**src/hw/rtl/chse_pkg.sv**
```systemverilog
// shared types, constants and the bucket remainder step for the hash set engine
// no dependencies
`default_nettype none
package chse_pkg;
    localparam int BUCKETS   = 10;
    localparam int POOL_SIZE = 256;
    localparam int NODE_W    = $clog2(POOL_SIZE);
    localparam int LINK_W    = NODE_W + 1;
    localparam int KEY_W     = 31;
    localparam int KEY_PAD   = 32;
    localparam int NIB_CNT   = KEY_PAD / 4;
    localparam int NIB_W     = $clog2(NIB_CNT);
    localparam int OP_W      = 3;
    localparam int STS_W     = 2;
    localparam int CNT_W     = 9;
    localparam int BKT_W     = (BUCKETS > 1) ? $clog2(BUCKETS) : 1;

    localparam logic [LINK_W-1:0] NIL = LINK_W'(POOL_SIZE);

    localparam logic [OP_W-1:0] OP_INSERT = 3'd0;
    localparam logic [OP_W-1:0] OP_FIND   = 3'd1;
    localparam logic [OP_W-1:0] OP_REMOVE = 3'd2;
    localparam logic [OP_W-1:0] OP_COUNT  = 3'd3;
    localparam logic [OP_W-1:0] OP_CLEAR  = 3'd4;

    localparam logic [STS_W-1:0] STS_OK   = 2'd0;
    localparam logic [STS_W-1:0] STS_FULL = 2'd1;
    localparam logic [STS_W-1:0] STS_MISS = 2'd2;

    typedef struct packed {
        logic [OP_W-1:0]  op;
        logic [KEY_W-1:0] key;
        logic [BKT_W-1:0] bkt;
    } t_work;

    // remainder update by one nibble, most significant bit first
    function automatic logic [BKT_W-1:0] mod_step(input logic [BKT_W-1:0] rem,
                                                  input logic [3:0] nib);
        logic [BKT_W:0] r;
        r = {1'b0, rem};
        for (int i = 3; i >= 0; i--) begin
            r = {r[BKT_W-1:0], nib[i]};
            if (r >= (BKT_W+1)'(BUCKETS)) begin
                r = r - (BKT_W+1)'(BUCKETS);
            end
        end
        return r[BKT_W-1:0];
    endfunction
endpackage
`default_nettype wire

```
**src/hw/rtl/chse_front.sv**
```systemverilog
// front end: accepts items and works out the bucket, one nibble a cycle
// depends on chse_pkg
`default_nettype none
module chse_front (
    input  wire                          i_clk,
    input  wire                          i_rst_n,
    input  wire                          i_valid,
    output logic                         o_ready,
    input  wire  [chse_pkg::OP_W-1:0]    i_opcode,
    input  wire  [chse_pkg::KEY_W-1:0]   i_key_value,
    output logic                         o_wvalid,
    input  wire                          i_wready,
    output chse_pkg::t_work              o_wdata
);
    import chse_pkg::*;

    localparam logic [1:0] F_IDLE = 2'd0;
    localparam logic [1:0] F_MOD  = 2'd1;
    localparam logic [1:0] F_PUSH = 2'd2;

    logic [1:0]         r_st;
    logic [NIB_W-1:0]   r_cnt;
    logic [KEY_PAD-1:0] r_sh;
    logic [BKT_W-1:0]   r_rem;
    logic [OP_W-1:0]    r_op;
    logic [KEY_W-1:0]   r_key;

    assign o_ready  = (r_st == F_IDLE);
    assign o_wvalid = (r_st == F_PUSH);
    assign o_wdata  = '{op: r_op, key: r_key, bkt: r_rem};

    always_ff @(posedge i_clk) begin
        if (!i_rst_n) begin
            r_st <= F_IDLE;
        end else begin
            unique case (r_st)
                F_IDLE: if (i_valid) r_st <= F_MOD;
                F_MOD:  if (r_cnt == NIB_W'(NIB_CNT - 1)) r_st <= F_PUSH;
                F_PUSH: if (i_wready) r_st <= F_IDLE;
                default: r_st <= F_IDLE;
            endcase
        end
    end

    always_ff @(posedge i_clk) begin
        if (r_st == F_IDLE && i_valid) begin
            r_op  <= i_opcode;
            r_key <= i_key_value;
            r_sh  <= KEY_PAD'(i_key_value);
            r_rem <= '0;
            r_cnt <= '0;
        end else if (r_st == F_MOD) begin
            r_rem <= mod_step(r_rem, r_sh[KEY_PAD-1 -: 4]);
            r_sh  <= r_sh << 4;
            r_cnt <= r_cnt + 1'b1;
        end
    end
endmodule
`default_nettype wire

```
**config.mk**
```make
export PLATFORM = sky130hd
export DESIGN_NAME = chse_front
export DESIGN_NICKNAME = d
export VERILOG_FILES = /design/src/hw/rtl/chse_pkg.sv /design/src/hw/rtl/chse_front.sv
export SDC_FILE = /design/constraint.sdc
export NUM_CORES = 1
export LEC_CHECK = 0
export BUFFER_PORTS_ARGS = -buffer_cell sky130_fd_sc_hd__buf_4
export CAP_MARGIN = 20
export CORE_AREA = 2 2 78 80
export CTS_CLUSTER_SIZE = 20
export DETAILED_ROUTE_END_ITERATION = 10
export DIE_AREA = 0 0 80 82
export GPL_TIMING_DRIVEN = 0
export PLACE_DENSITY = 0.82
export SYNTH_ARGS = -nofsm -noshare
export SYNTH_HDL_FRONTEND = slang
export SYNTH_SLANG_ARGS = --single-unit
export TNS_END_PERCENT = 30
```
**constraint.sdc**
```tcl
create_clock -name i_clk -period 6.9 [get_ports i_clk]
set_clock_uncertainty 0.15 [all_clocks]
set_input_delay 1.38 -clock i_clk [delete_from_list [all_inputs] [get_ports i_clk]]
set_output_delay 1.38 -clock i_clk [all_outputs]
set_load 0.05 [all_outputs]
```
## After elaboration in Yosys (flattened, before gate mapping)

Cells that the tools add are included.

- Divide/modulo/power cells: 0
- Multiplexer cells: 16
- Shift-type cells: 0
- Bitwise gates (word level): 0
- Eq/ne operators: 6
- Multipliers: 0
- Add/subtract/negate cells: 5
- Order comparisons: 4
- Reductions and logical operators: 4

Operators by type and width:

| kind | number |
|---|---|
| two-way mux 31 bit | 2 |
| two-way mux 4 bit | 10 |
| >= comparator 5 x 4 -> 1 bit, second input constant | 4 |
| subtractor 4 bit, second input constant | 4 |
| two-way mux 2 bit | 3 |
| one-hot mux 2 bit (3 select lines) | 1 |
| != test 2 bit, second input constant | 2 |
| adder 3 x 1 -> 3 bit, second input constant | 1 |
| == test 3 bit, second input constant | 1 |
| AND reduction 3 bit | 1 |
| == test 2 x 1 -> 1 bit, second input constant | 1 |
| == test 2 bit, second input constant | 1 |
| logical NOT 2 bit | 1 |
| != test 2 x 1 -> 1 bit, second input constant | 1 |
| nonzero test 2 bit | 1 |
| logical AND 1 bit | 1 |

- Bits in latches: 0
- Memory bits (writable): 0
- Memories: 0
- Register bits after elaboration: 75
- Memory bits (read-only): 0

## Depth between registers and ports, before layout

- Word-level depth: 14
- Gate-level depth with buffers: 18

## Worst setup path after synthesis

No wires, ideal clock.

- Path kind: reg-to-reg
- Start: reg r_rem[0]
- End: reg r_rem[1]
- Arrival time: 3.698 ns
- Cell stages (with the launch flop): 19
- Data required time: 6.619 ns
- Slack: 2.921 ns
- Cell sequence: dfxtp_1 > inv_1 > ha_1 > o21ai_0 > a21oi_1 > o21ai_0 > ha_1 > nor2_1 > a32oi_1 > and3_1 > a21oi_1 > ha_1 > or2_2 > mux2i_2 > a211oi_1 > ha_1 > o31a_2 > o2111ai_1 > o211ai_1

- Longest elaborated chain between the ends: 14
- Elaborated cells on any way between the ends: 18

Ends and longest elaborated chain:

| what | RTL line | source |
|---|---|---|
| start, declared | chse_front.sv:24 | `logic [BKT_W-1:0] r_rem;` |
| start signal, assigned | chse_front.sv:53 | `r_rem <= mod_step(r_rem, r_sh[KEY_PAD-1 -: 4]);` |
| subtractor 4 bit / >= comparator 5 x 4 -> 1 bit (equally long branches) | chse_pkg.sv:44, chse_pkg.sv:43 |  |
| two-way mux 4 bit * | chse_pkg.sv:43 | `if (r >= (BKT_W+1)'(BUCKETS)) begin` |
| two-way mux 4 bit * | chse_front.sv:52 | `end else if (r_st == F_MOD) begin` |
| two-way mux 4 bit * | chse_front.sv:46 | `if (r_st == F_IDLE && i_valid) begin` |
| subtractor 4 bit / >= comparator 5 x 4 -> 1 bit (equally long branches) | chse_pkg.sv:44, chse_pkg.sv:43 |  |
| two-way mux 4 bit * | chse_pkg.sv:43 |  |
| two-way mux 4 bit * | chse_front.sv:52 |  |
| two-way mux 4 bit * | chse_front.sv:46 |  |
| >= comparator 5 x 4 -> 1 bit / subtractor 4 bit (equally long branches) | chse_pkg.sv:43, chse_pkg.sv:44 |  |
| two-way mux 4 bit * | chse_pkg.sv:43 |  |
| two-way mux 4 bit * | chse_front.sv:52 |  |
| two-way mux 4 bit * | chse_front.sv:46 |  |
| subtractor 4 bit / >= comparator 5 x 4 -> 1 bit (equally long branches) | chse_pkg.sv:44, chse_pkg.sv:43 |  |
| two-way mux 4 bit * | chse_pkg.sv:43 |  |

Mark *: on every way between the ends. The rest lies on a longest branch, timed or not. The select of a mux whose other input is x is not followed.
A chain may end at the register's enable or synchronous reset.

## Worst setup path after layout

- Start: reg r_rem[0]
- End: reg r_rem[2]

The elaborated chain is that of the path after synthesis.

==> flow_summary.ini <==
[sta]
worstMarginPinSlew_ns = 0.6285
drv_slew = 0
period_share = 0.6092
min_period_ns = 4.204
final-hold-violation-count = 0
max_freq_ghz = 0.2379
final-setup-viol-count = 0
fin_ws_ns = 2.696
relSlewSlack = 0.5810
fin_tns_setup_ns = 0
grt_setup_unrepaired = false

[routing]
wl_per_cell_um = 16.72
drt_iter0_drc = 182
viasPerCell = 5.518
vias = 2163
drc = 0
firstDrtPassIters = 4
wirelength_mm = 6.553
ant_nets = 0

[critical_path]
start_kind = register
required_ns = 7.03
reg2reg_slack_ns = 2.70
endpoint_kind = register
cp_slowest_cell = dfxtp_1
cpMostUsedCell = ha_1
worst-setup-path-type = reg -> reg
crit_chain = inv_1 > ha_1 > o21ai_0 > a21oi_1 > o21ai_0 > ha_1 > nor2_1 > a32oi_1 > a21oi_1 > a21oi_1 > ha_1 > or2_2 > mux2i_2 > a211oi_1 > ha_1 > nand3b_1 > nand3b_1 > a31oi_1
crit_fanout = 8
max_stage_delay_ns = 0.44
arrival_ns = 4.33

[job]
maxCapViolations = 0

[placed_design]
dp_hpwl_mm = 4.657
port_buffers = 77
gp_congestion = 0.7769
dpl_worst_slack_ns = 2.810

[global_route]
antenna_found_initial = 0
grt_usage = 0.2211
grt_max_degree = 33
grt_pass1_wl_mm = 10.56
grt_pass1_vias = 2188
grt_overflow = 0

[logic_synthesis]
synth_edf_count = 65
ys_ff_latch = 75
yosys_most_used_dff = edfxtp_1
yosys-top-cells-area = edfxtp_1 (61%), mux2_2 (9.6%), dfxtp_1 (6.3%)
syn_avg_cell_area_um2 = 14.33
yosysTopAreaCell = edfxtp_1
yosys_warnings = 0
yosysSeqAreaShare = 0.6764
synth_cell_types = 47
synth_area_um2 = 3182
syn_nets = 266
netlist_instances = 222
yosysTopAreaCellShare = 0.6134
async_reset_ff_frac = 0

[cts]
ctsHoldBuffers = 0
cts_max_level = 3
cts_made_buffers = 9
root_buffer = clkbuf_8
clk_pin_slew_ns = 0.07
ctsResizeCount = 0
cts_sinks = 75
clk_latency_ns = 0.34
cts_buffer_depth = 2
cts_tree = yes
postCtsSetupBuffers = 0

[cells_and_area]
final_cell_mix = buf_4 (77), edfxtp_1 (65), mux2_2 (27)
nets = 356
diodes = 0
syn_to_final_growth_pct = 28.82
drive_above_1_share = 0.4069
final_common_cell = buf_4

[floorplanning]
die_w_um = 80
core_area_um2 = 5746
start_util = 0.5538
die_area_um2 = 6560
io_pins = 78
die_h_um = 82
std_cell_rows = 28

[min_path]
worstHoldPathType = reg -> reg

[power_and_ir_drop]
powerDensity_nw_per_um2 = 349.9
max-vdd-ir-drop_mv = 0.2198
leakage_nw = 1.627

[status]
status = complete, no violations
[cell type report]
| class | count | area (um2) |
|---|---|---|
| well taps | 75 | 93.84 |
| clock buffers | 14 | 162.7 |
| plain buffers | 7 | 27.53 |
| multi-input cells | 131 | 969.7 |
| inverters | 9 | 33.78 |
| fillers | 402 | 1647 |
| repair buffers | 79 | 625.6 |
| clock inverters | 2 | 33.78 |
| flip-flops and latches | 75 | 2152 |
[cell usage after synthesis, drive strengths merged (4+ instances only)]
cell	instances
edfxtp	65
mux2	27
nand2	18
nor2	12
dfxtp	10
inv	9
o21ai	8
nand2b	7
a21oi	6
ha	6
and3	5
clkbuf	4
[per-layer routing]
layer | track usage | part of all wire
met3 | 0.08022 | 0.076
met5 | 0 | 0
met2 | 0.3817 | 0.51
met4 | 0.1051 | 0.029
met1 | 0.2437 | 0.38
[per-stage QoR]
stage	instances	instance area, um2	total power, mW	util	hold WS [ns]
floorplan	222	3182	0.9742	-	0.2676
global placement	374	3854	1.079	0.6707	0.2988
finish	392	4099	1.434	0.7134	0.3215
detailed placement	376	3902	1.103	0.6792	0.3146
global route	392	4099	1.505	0.7134	0.3592
CTS	392	4099	1.435	0.7134	0.3240
[logic make-up after synthesis]
family | after synthesis | synth area share
muxes | 29 | 0.1030
buffers and inverters | 16 | 0.01887
DFF | 75 | 0.6764
adders and majority gates | 6 | 0.02359
and+or+nand+nor | 58 | 0.09438
AOI/OAI and AO/OA | 38 | 0.08376
[sequential cells by signal (all words and copies together), names as in the netlist]
name and cells:
r_rem 4, r_op 3, r_st 2, r_key 31
r_sh 32, r_cnt 3
[path summary, 6_finish.rpt]
path,startpoint,cells past startpoint,end
max reg2reg,r_rem[0]$_SDFFE_PP0P_,18,r_rem[2]$_SDFFE_PP0P_
min reg2reg,r_cnt[1]$_SDFFE_PP0P_,2,r_cnt[1]$_SDFFE_PP0P_
max,r_rem[0]$_SDFFE_PP0P_,18,r_rem[2]$_SDFFE_PP0P_
min,r_cnt[1]$_SDFFE_PP0P_,2,r_cnt[1]$_SDFFE_PP0P_
[power breakdown]
part / internal [mW] / switching, mW
combinational: 0.208 / 0.305
sequential: 0.557 / 0.0319
clock: 0.186 / 0.145
[worst max-delay path: cells and delay by family, from the launching register on]
kind,cells,cell delay [ns]
flip-flops,1,0.44
buffers and inverters,1,0.11
AO/OA/AOI/OAI,8,1.69
multiplexers,1,0.08
adder cells (fa/ha/maj),4,1.20
AND/OR/NAND/NOR,4,0.46
(Power assumes the default switching activity.)
