==> config.mk <==
export PLATFORM = sky130hd
export DESIGN_NAME = chse_queue
export DESIGN_NICKNAME = d
export VERILOG_FILES = /design/src/hw/rtl/chse_pkg.sv /design/src/hw/rtl/chse_queue.sv
export SDC_FILE = /design/constraint.sdc
export NUM_CORES = 1
export LEC_CHECK = 0
export BUFFER_PORTS_ARGS = -buffer_cell sky130_fd_sc_hd__buf_4
export CORE_UTILIZATION = 25
export DETAILED_ROUTE_END_ITERATION = 8
export PLACE_DENSITY = 0.43
export SLEW_MARGIN = 20
export SYNTH_ARGS = -nofsm -noshare
export SYNTH_HDL_FRONTEND = slang
export SYNTH_SLANG_ARGS = --single-unit
==> constraint.sdc <==
create_clock -name i_clk -period 2.83 [get_ports i_clk]
set_input_delay 0.1415 -clock i_clk [delete_from_list [all_inputs] [get_ports i_clk]]
set_output_delay 0.1415 -clock i_clk [all_outputs]
set_load 0.01 [all_outputs]
==> src/hw/rtl/chse_pkg.sv <==
// shared types, constants and the bucket remainder step for the hash set engine
// no dependencies
`default_nettype none
package chse_pkg;
    localparam int BUCKETS   = 10;
    localparam int POOL_SIZE = 256;
    localparam int NODE_W    = $clog2(POOL_SIZE);
    localparam int LINK_W    = NODE_W + 1;
    localparam int KEY_W     = 31;
    localparam int KEY_PAD   = 32;
    localparam int NIB_CNT   = KEY_PAD / 4;
    localparam int NIB_W     = $clog2(NIB_CNT);
    localparam int OP_W      = 3;
    localparam int STS_W     = 2;
    localparam int CNT_W     = 9;
    localparam int BKT_W     = (BUCKETS > 1) ? $clog2(BUCKETS) : 1;

    localparam logic [LINK_W-1:0] NIL = LINK_W'(POOL_SIZE);

    localparam logic [OP_W-1:0] OP_INSERT = 3'd0;
    localparam logic [OP_W-1:0] OP_FIND   = 3'd1;
    localparam logic [OP_W-1:0] OP_REMOVE = 3'd2;
    localparam logic [OP_W-1:0] OP_COUNT  = 3'd3;
    localparam logic [OP_W-1:0] OP_CLEAR  = 3'd4;

    localparam logic [STS_W-1:0] STS_OK   = 2'd0;
    localparam logic [STS_W-1:0] STS_FULL = 2'd1;
    localparam logic [STS_W-1:0] STS_MISS = 2'd2;

    typedef struct packed {
        logic [OP_W-1:0]  op;
        logic [KEY_W-1:0] key;
        logic [BKT_W-1:0] bkt;
    } t_work;

    // remainder update by one nibble, most significant bit first
    function automatic logic [BKT_W-1:0] mod_step(input logic [BKT_W-1:0] rem,
                                                  input logic [3:0] nib);
        logic [BKT_W:0] r;
        r = {1'b0, rem};
        for (int i = 3; i >= 0; i--) begin
            r = {r[BKT_W-1:0], nib[i]};
            if (r >= (BKT_W+1)'(BUCKETS)) begin
                r = r - (BKT_W+1)'(BUCKETS);
            end
        end
        return r[BKT_W-1:0];
    endfunction
endpackage
`default_nettype wire

==> src/hw/rtl/chse_queue.sv <==
// two-entry queue of classified items between front and back
// depends on chse_pkg
`default_nettype none
module chse_queue (
    input  wire              i_clk,
    input  wire              i_rst_n,
    input  wire              i_wvalid,
    output logic             o_wready,
    input  chse_pkg::t_work  i_wdata,
    output logic             o_rvalid,
    input  wire              i_rready,
    output chse_pkg::t_work  o_rdata
);
    import chse_pkg::*;

    t_work      r_mem [2];
    logic       r_wp;
    logic       r_rp;
    logic [1:0] r_cnt;
    logic       w_push;
    logic       w_pop;

    assign o_wready = (r_cnt != 2'd2);
    assign o_rvalid = (r_cnt != 2'd0);
    assign o_rdata  = r_mem[r_rp];
    assign w_push   = i_wvalid && o_wready;
    assign w_pop    = o_rvalid && i_rready;

    always_ff @(posedge i_clk) begin
        if (!i_rst_n) begin
            r_wp  <= 1'b0;
            r_rp  <= 1'b0;
            r_cnt <= 2'd0;
        end else begin
            if (w_push) r_wp <= ~r_wp;
            if (w_pop)  r_rp <= ~r_rp;
            r_cnt <= r_cnt + {1'b0, w_push} - {1'b0, w_pop};
        end
    end

    always_ff @(posedge i_clk) begin
        if (w_push) r_mem[r_wp] <= i_wdata;
    end
endmodule
`default_nettype wire

Yosys cells after proc, flatten, opt, wreduce, memory -nomap -nowiden
Memory sizes are Yosys's and may differ from the RTL's. A register that Yosys moved wholly into a read port is not among the register bits.
Index checks and enable logic that the tools add are counted.

word-level totals
  register bits = 4
  memory bits (writable) = 76
  bits of input ports = 42
  output and inout port bits = 40
  word-level logic and storage cells = 16
  memories kept = 1

operators by class
  add/subtract/negate cells = 2
  eq/ne operators = 1
  mux-type cells = 4
  bitwise logic cells = 2
  reduce and logical (&&, ||, !) cells = 3

memories
  memory  words  bits a word  read ports  clocked after memory_dff  write ports  line              source
  r_mem   2      38           1           1                         1            chse_queue.sv:16  t_work r_mem [2];

operator list
  operator              number
  $mux W1               4
  $add A2 B1 Y2         1
  $logic_and A1 B1 Y1   2
  $ne A2 B2 Y1 const B  1
  $not A1 Y1            2
  $reduce_bool A2 Y1    1
  $sub A2 B1 Y2         1

Depth between registers and ports, before layout
Gate-level depths: netlist (run 1).

  depth in word-level cells = 4
  mapped depth = 8
  mapped depth without buffers = 8

Worst setup path before layout (run 1)
OpenSTA, ideal clock, no wires.

  path kind = reg2reg
  from = register r_cnt[0]
  to = memory r_mem[0][0] in the netlist's numbering, enable pin
  library setup time = 0.433 ns
  arrival time = 2.259 ns
  data required time = 2.397 ns
  path slack = 0.137 ns
  stages on the path, launching flop included = 4
  path buffers = 0
  clock period less this slack = 2.693 ns
  cell sequence = dfxtp_1 nand2b_1 nand2_1 nor2_1

between the ends
  word-level cells in the longest chain between the ends = 4

ends and longest elaborated chain
  item                           line              source
  from (decl)                    chse_queue.sv:19  logic [1:0] r_cnt;
  from (signal assigned)         chse_queue.sv:37  r_cnt <= r_cnt + {1'b0, w_push} - {1'b0, w_pop};
  $ne A2 B2 Y1                   chse_queue.sv:23  assign o_wready = (r_cnt != 2'd2);
  via o_wready                   chse_queue.sv:8   output logic o_wready,
  $logic_and A1 B1 Y1            chse_queue.sv:26  assign w_push = i_wvalid && o_wready;
  $mux W1                        chse_queue.sv:42  if (w_push) r_mem[r_wp] <= i_wdata;
  $mux W1 (not written as such)  chse_queue.sv:42
  to (decl)                      chse_queue.sv:16

The timed path passes the listed nets, and every way through them passes these cells.

==> results.sh, run 1 <==
export IMPL_die_area_mm2=0.0127
export IMPL_finalHoldViolCount=0
export IMPL_leakage_nw=1.74
export IMPL_yosysUniqueCellTypes=18
export IMPL_layout_commonest_cell="buf_4"
export IMPL_antenna_found_initial=0
export IMPL_mappedNetlistArea_mm2=0.00306
export IMPL_yosysWarningCount=0
export IMPL_power_share_combinational_pct=26.0
export IMPL_synth_nets=186
export IMPL_track_usage_pct=9.64
export IMPL_num_fill_cells=1112
export IMPL_skew_ns=0.00569
export IMPL_grt_first_pass_wirelength_um=8870
export IMPL_final_cells=423
export IMPL_regArea_mm2=0.00238
export IMPL_cap_violations=0
export IMPL_remaining_drc_errors=0
export IMPL_fin_crit_ns=1.95
export IMPL_reg2regPathDepth=3
export IMPL_switching_share_pct=24.9
export IMPL_worst_ep_arrival_time_ns=1.80
export IMPL_end_kind="output pin"
export IMPL_switching_power_mw=0.950
export IMPL_die_h_um=113
export IMPL_num_antenna_cells=0
export IMPL_netlist_area_leader_share_pct=74.6
export IMPL_status="completed"
export IMPL_clkTransAtPathRegs_ns=0.06
export IMPL_p_per_area_mw_per_mm2=837
export IMPL_ys_ff_latch=81
export IMPL_post_place_cells=370
export IMPL_grt_ovfl_total=0
export IMPL_routed_via_density=3.97
export IMPL_grt_max_degree=39
export IMPL_placed_area_mm2=0.00386
export IMPL_seqPwrFrac_pct=42.0
export IMPL_ioPinCount=82
export IMPL_critPathKind="flop to output pin"
export IMPL_cts_sinks=81
export IMPL_drv_slew=0
export IMPL_reg2reg_to="r_mem[1][31]"
export IMPL_die_w_um=113
export IMPL_worstSkewPairLatency_ns=0.33
export IMPL_synth_area_leaders="edfxtp_1 (75%), mux2_4 (9.8%), mux2_2 (6.6%), dfxtp_1 (3.3%), buf_6 (1.1%)"
export IMPL_drt_total_wl_um=5920
export IMPL_cp_max_fo=20
export IMPL_hp_class="input pin to flop"
export IMPL_antenna_left=0
export IMPL_fin_crit_sh_pct=68.7
export IMPL_vias=1678
export IMPL_tns_ns=0
export IMPL_ctsHtreeMaxLevel=3
export IMPL_rows=40
export IMPL_r2r_slack_ns=1.12
export IMPL_yosys_area_top_type="edfxtp_1"
export IMPL_cts_resized=0
export IMPL_final_nets=315
export IMPL_rsz0062_at_grt="false"
export IMPL_grt_pass1_vias=1661
export IMPL_pwr_share_clk_pct=32.0
export IMPL_worst_setup_path_endpoint="o_rdata[6]"
export IMPL_ir_worst_vdd_mv=0.357
export IMPL_multi_input_area_um2=642
export IMPL_yosysSeqAreaShare_pct=77.9
export IMPL_reg2reg_from="r_cnt[0]"
export IMPL_syn_inst=142
export IMPL_cts_tree="done"
export IMPL_dr_pass1_iters=4
export IMPL_area_growth_syn_to_layout_pct=48.9
export IMPL_avgSynthCellArea_um2=21.5
export IMPL_drive_above_1_share_pct=51.4
export IMPL_worstHoldPathCells=1
export IMPL_intPower_mw=2.86
export IMPL_setup_viol=0
export IMPL_cp_data_required_time_ns=2.69
export IMPL_fmax_mhz=514
export IMPL_stdcell_area_mm2=0.00455
export IMPL_final_cell_mix="buf_4 (84), edfxtp_1 (76), dlygate4sd3_1 (37)"
export IMPL_worst_pin_slew_ns=0.599
export IMPL_port_buffers=81
export IMPL_core_mm2=0.0120
export IMPL_globalplace_congestion=0.671
export IMPL_start_kind="flop"
export IMPL_cts_buffers=9
export IMPL_drt_iter0_drc=34
export IMPL_wire_per_inst_um=14.0
export IMPL_slew_headroom_pct=60.1
export IMPL_initial_utilization_pct=25.6
export IMPL_root_buffer="clkbuf_16"
export IMPL_clockBufferDepth=2
export IMPL_post_cts_setup_buffers=0
export IMPL_dpl_hpwl_um=3910
metrics by stage:
stage | utilization [%] | worst slack [ns] | power [mW] | hold slack [ns]
final | 38.1 | 0.885 | 3.81 | 0.00734
after global routing | 38.1 | 0.785 | 3.99 | 0.00417
after CTS | 38.1 | 0.815 | 3.89 | 0.00175
after detailed placement | 32.3 | 1.09 | 2.60 | 0.332
after global placement | 32.3 | 1.16 | 2.60 | 0.329
after floorplan | - | 0.137 | 2.17 | 0.240
power groups by stage:
stage               sequential, mW  clock, mW  combinational (mW)
finish                        1.60       1.22               0.990
global route                  1.62       1.30                1.07
CTS                           1.61       1.26                1.02
detailed placement            1.63          0               0.971
global placement              1.63          0               0.970
floorplan                     1.57          0               0.595
critical path: stages, from the launching register on:
cell	delay (ns)
dfxtp_2	0.70
buf_12	0.27
mux2_2	0.36
buf_4	0.14
worst min-delay path by stage:
stage / startpoint / to
global route: i_wdata[19] / r_mem[1][19]
CTS: i_wdata[19] / r_mem[1][19]
floorplan: i_wdata[0] / r_mem[0][0]
finish: i_wdata[19] / r_mem[1][19]
detailed placement: i_wdata[11] / r_mem[0][11]
global placement: i_wdata[14] / r_mem[0][14]
area by class of cell:
| class | instances | share of cell area (%) |
|---|---|---|
| clock buffers | 10 | 5.03 |
| clock inverters | 6 | 2.01 |
| inverters | 1 | 0.0824 |
| multi-input cells | 56 | 14.1 |
| flip-flops and latches | 81 | 52.3 |
| well taps | 147 | 4.04 |
| repair buffers | 122 | 22.4 |
synth_stat cells:
cell type and instances:
nand2b_1 2, buf_2 1, inv_1 1, dfxtp_1 5, or2_2 1, nand2_1 2
and2_1 2, buf_6 3, o21a_1 1, mux2i_1 1, mux2_4 20, and3_1 1
edfxtp_1 76, mux2_2 18, xnor2_1 3, nor2b_1 2, ha_1 2, nor2_1 1
per-layer routing:
layer	track usage (%)	up-vias	share of wire, %
li1	-	807	-
met1	11.8	805	46
met2	14.7	57	46
met3	3.40	9	6.2
met4	5.60	0	2.0
met5	0	-	0
registers in the layout, summed over array words and instances, names as in the netlist, named ones only:
signal  count
r_rp        1
r_wp        1
r_mem      76
r_cnt       2
cells by family after synthesis:
logic type      count (synthesis)  share of synthesized area (%)
flops                          81                           77.9
compound gates                  1                          0.246
buf+inv                         5                           1.39
xor+xnor                        3                          0.859
simple gates                   11                           2.00
fa+ha+maj                       2                          0.818
mux                            39                           16.8
what timing repair did:
action | in CTS | in global routing
hold buffers | 37 | 0
hold endpoints to repair | 74 | 0
setup endpoints to repair | 0 | 0
No activity file was read; power rests on OpenSTA's default activity.
==> inputs of run 2 (changes only) <==
==> constraint.sdc (replaced) <==
create_clock -name i_clk -period 1.91 [get_ports i_clk]
set_input_delay 0.0955 -clock i_clk [delete_from_list [all_inputs] [get_ports i_clk]]
set_output_delay 0.0955 -clock i_clk [all_outputs]
set_load 0.01 [all_outputs]
==> run 2 against run 1 <==
Combinational power is 55% higher. Core utilization is 0.23 points higher. Cell area is 0.60% higher. Non-clock buffer count is 3 higher. Via count stayed put.
==> results.sh, run 2 (synthesized netlist as in run 1, its figures left out) <==
export IMPL_start_kind="flop"
export IMPL_drv_slew=0
export IMPL_final_nets=318
export IMPL_cts_sinks=81
export IMPL_worst_ep_arrival_time_ns=1.89
export IMPL_final_cell_mix="buf_4 (87), edfxtp_1 (76), dlygate4sd3_1 (38)"
export IMPL_globalplace_congestion=0.665
export IMPL_area_growth_syn_to_layout_pct=49.8
export IMPL_worst_pin_slew_ns=0.403
export IMPL_antenna_left=0
export IMPL_ioPinCount=82
export IMPL_track_usage_pct=9.75
export IMPL_finalHoldViolCount=0
export IMPL_post_cts_setup_buffers=0
export IMPL_skew_ns=0.00195
export IMPL_drt_total_wl_um=5680
export IMPL_drt_iter0_drc=36
export IMPL_reg2reg_from="r_cnt[0]"
export IMPL_vias=1678
export IMPL_end_kind="flop"
export IMPL_tns_ns=0
export IMPL_ir_worst_vdd_mv=0.466
export IMPL_cp_buffers_inverters=1
export IMPL_reg2regPathDepth=8
export IMPL_port_buffers=81
export IMPL_cap_violations=0
export IMPL_largest_registers="r_mem x76, r_cnt x2"
export IMPL_ctsHtreeMaxLevel=3
export IMPL_cts_resized=0
export IMPL_die_w_um=113
export IMPL_stdcell_area_mm2=0.00458
export IMPL_slowest_stage="dfxtp_1"
export IMPL_remaining_drc_errors=0
export IMPL_grt_max_degree=24
export IMPL_cts_buffers=9
export IMPL_placed_area_mm2=0.00387
export IMPL_postLayoutCoreUtil_pct=38.3
export IMPL_clockBufferDepth=2
export IMPL_m1WireLength_um=2650
export IMPL_critPathKind="flop to flop"
export IMPL_r2r_slack_ns=0.24
export IMPL_reg2reg_to="r_cnt[1]"
export IMPL_die_area_mm2=0.0127
export IMPL_grt_pass1_vias=1738
export IMPL_worstSkewPairLatency_ns=0.33
export IMPL_fin_crit_sh_pct=87.5
export IMPL_rows=40
export IMPL_cts_tree="done"
export IMPL_wl_met3_um=285
export IMPL_dr_pass1_iters=4
export IMPL_slowest_delay_ns=0.36
export IMPL_slew_headroom_pct=73.1
export IMPL_layout_setup_ws_ns=0.240
export IMPL_final_cells=426
export IMPL_min_to="r_cnt[0]"
export IMPL_antenna_found_initial=0
export IMPL_holdWs_ns=0.0173
export IMPL_dpl_hpwl_um=3540
export IMPL_largest_reg_flops=76
export IMPL_cp_data_required_time_ns=2.13
export IMPL_cp_top_family="adder cells"
export IMPL_initial_utilization_pct=25.6
export IMPL_crit_path_cell_trace="nand2b_1 -> nand2_1 -> ha_1 -> inv_1 -> ha_1 -> xnor2_1 -> xnor2_1 -> and2_1"
export IMPL_maxUsedRoutingLayer="met4"
export IMPL_leakage_nw=1.77
export IMPL_clkTransAtPathRegs_ns=0.06
export IMPL_hold_path_startpoint="i_rst_n"
export IMPL_fin_crit_ns=1.67
export IMPL_layout_commonest_cell="buf_4"
export IMPL_fmax_mhz=599
export IMPL_root_buffer="clkbuf_16"
export IMPL_drive_above_1_share_pct=50.9
export IMPL_rsz0062_at_grt="false"
export IMPL_status="completed"
export IMPL_ctsHoldBuffers=38
export IMPL_dp_slack_ns=0.249
export IMPL_grt_ovfl_total=0
export IMPL_p_per_area_mw_per_mm2=1250
export IMPL_regMostFlops="r_mem"
export IMPL_wl_met2_um=2580
export IMPL_core_mm2=0.0120
export IMPL_die_h_um=113
export IMPL_wire_per_inst_um=13.3
export IMPL_grt_first_pass_wirelength_um=8840
export IMPL_hp_class="input pin to flop"
export IMPL_routed_via_density=3.94
export IMPL_worstHoldPathCells=2
export IMPL_setup_viol=0
export IMPL_post_place_cells=372
export IMPL_num_antenna_cells=0
export IMPL_fin_total_pwr_mw=5.74
export IMPL_cp_max_fo=4
-- run 2: how the worst max path moves through the flow --
stage / from / end / slack, ns / depth (start not counted)
after global placement: r_cnt[0] / r_cnt[1] / 0.26 / 8
after detailed placement: r_cnt[0] / r_cnt[1] / 0.25 / 8
after CTS: flop / o_rdata[11] / 0.22 / 3
after global routing: r_cnt[0] / r_cnt[1] / 0.1 / 8
after floorplan: r_cnt[0] / r_mem[0][0] / 0.25 / 3
final: r_cnt[0] / r_cnt[1] / 0.24 / 8
-- run 2: routing by layer --
metal / vias up / global-route usage (%)
li1: 813 / -
met1: 799 / 12.1
met2: 55 / 14.3
met3: 11 / 2.97
met4: 0 / 7.20
met5: - / 0
-- run 2: power by group --
group	switching (mW)	internal (mW)	total (mW)
Combinational	0.675	0.856	1.53
Sequential	0.0674	2.23	2.30
Clock	0.633	1.27	1.90
-- run 2: cell type report --
cell class	count	area, µm²
clock inverter	6	106
multi-input combinational	56	642
sequential	81	2380
clock buffer	10	229
inverter	1	3.75
timing repair buffer	125	1030
fill	1133	7380
tap	147	184
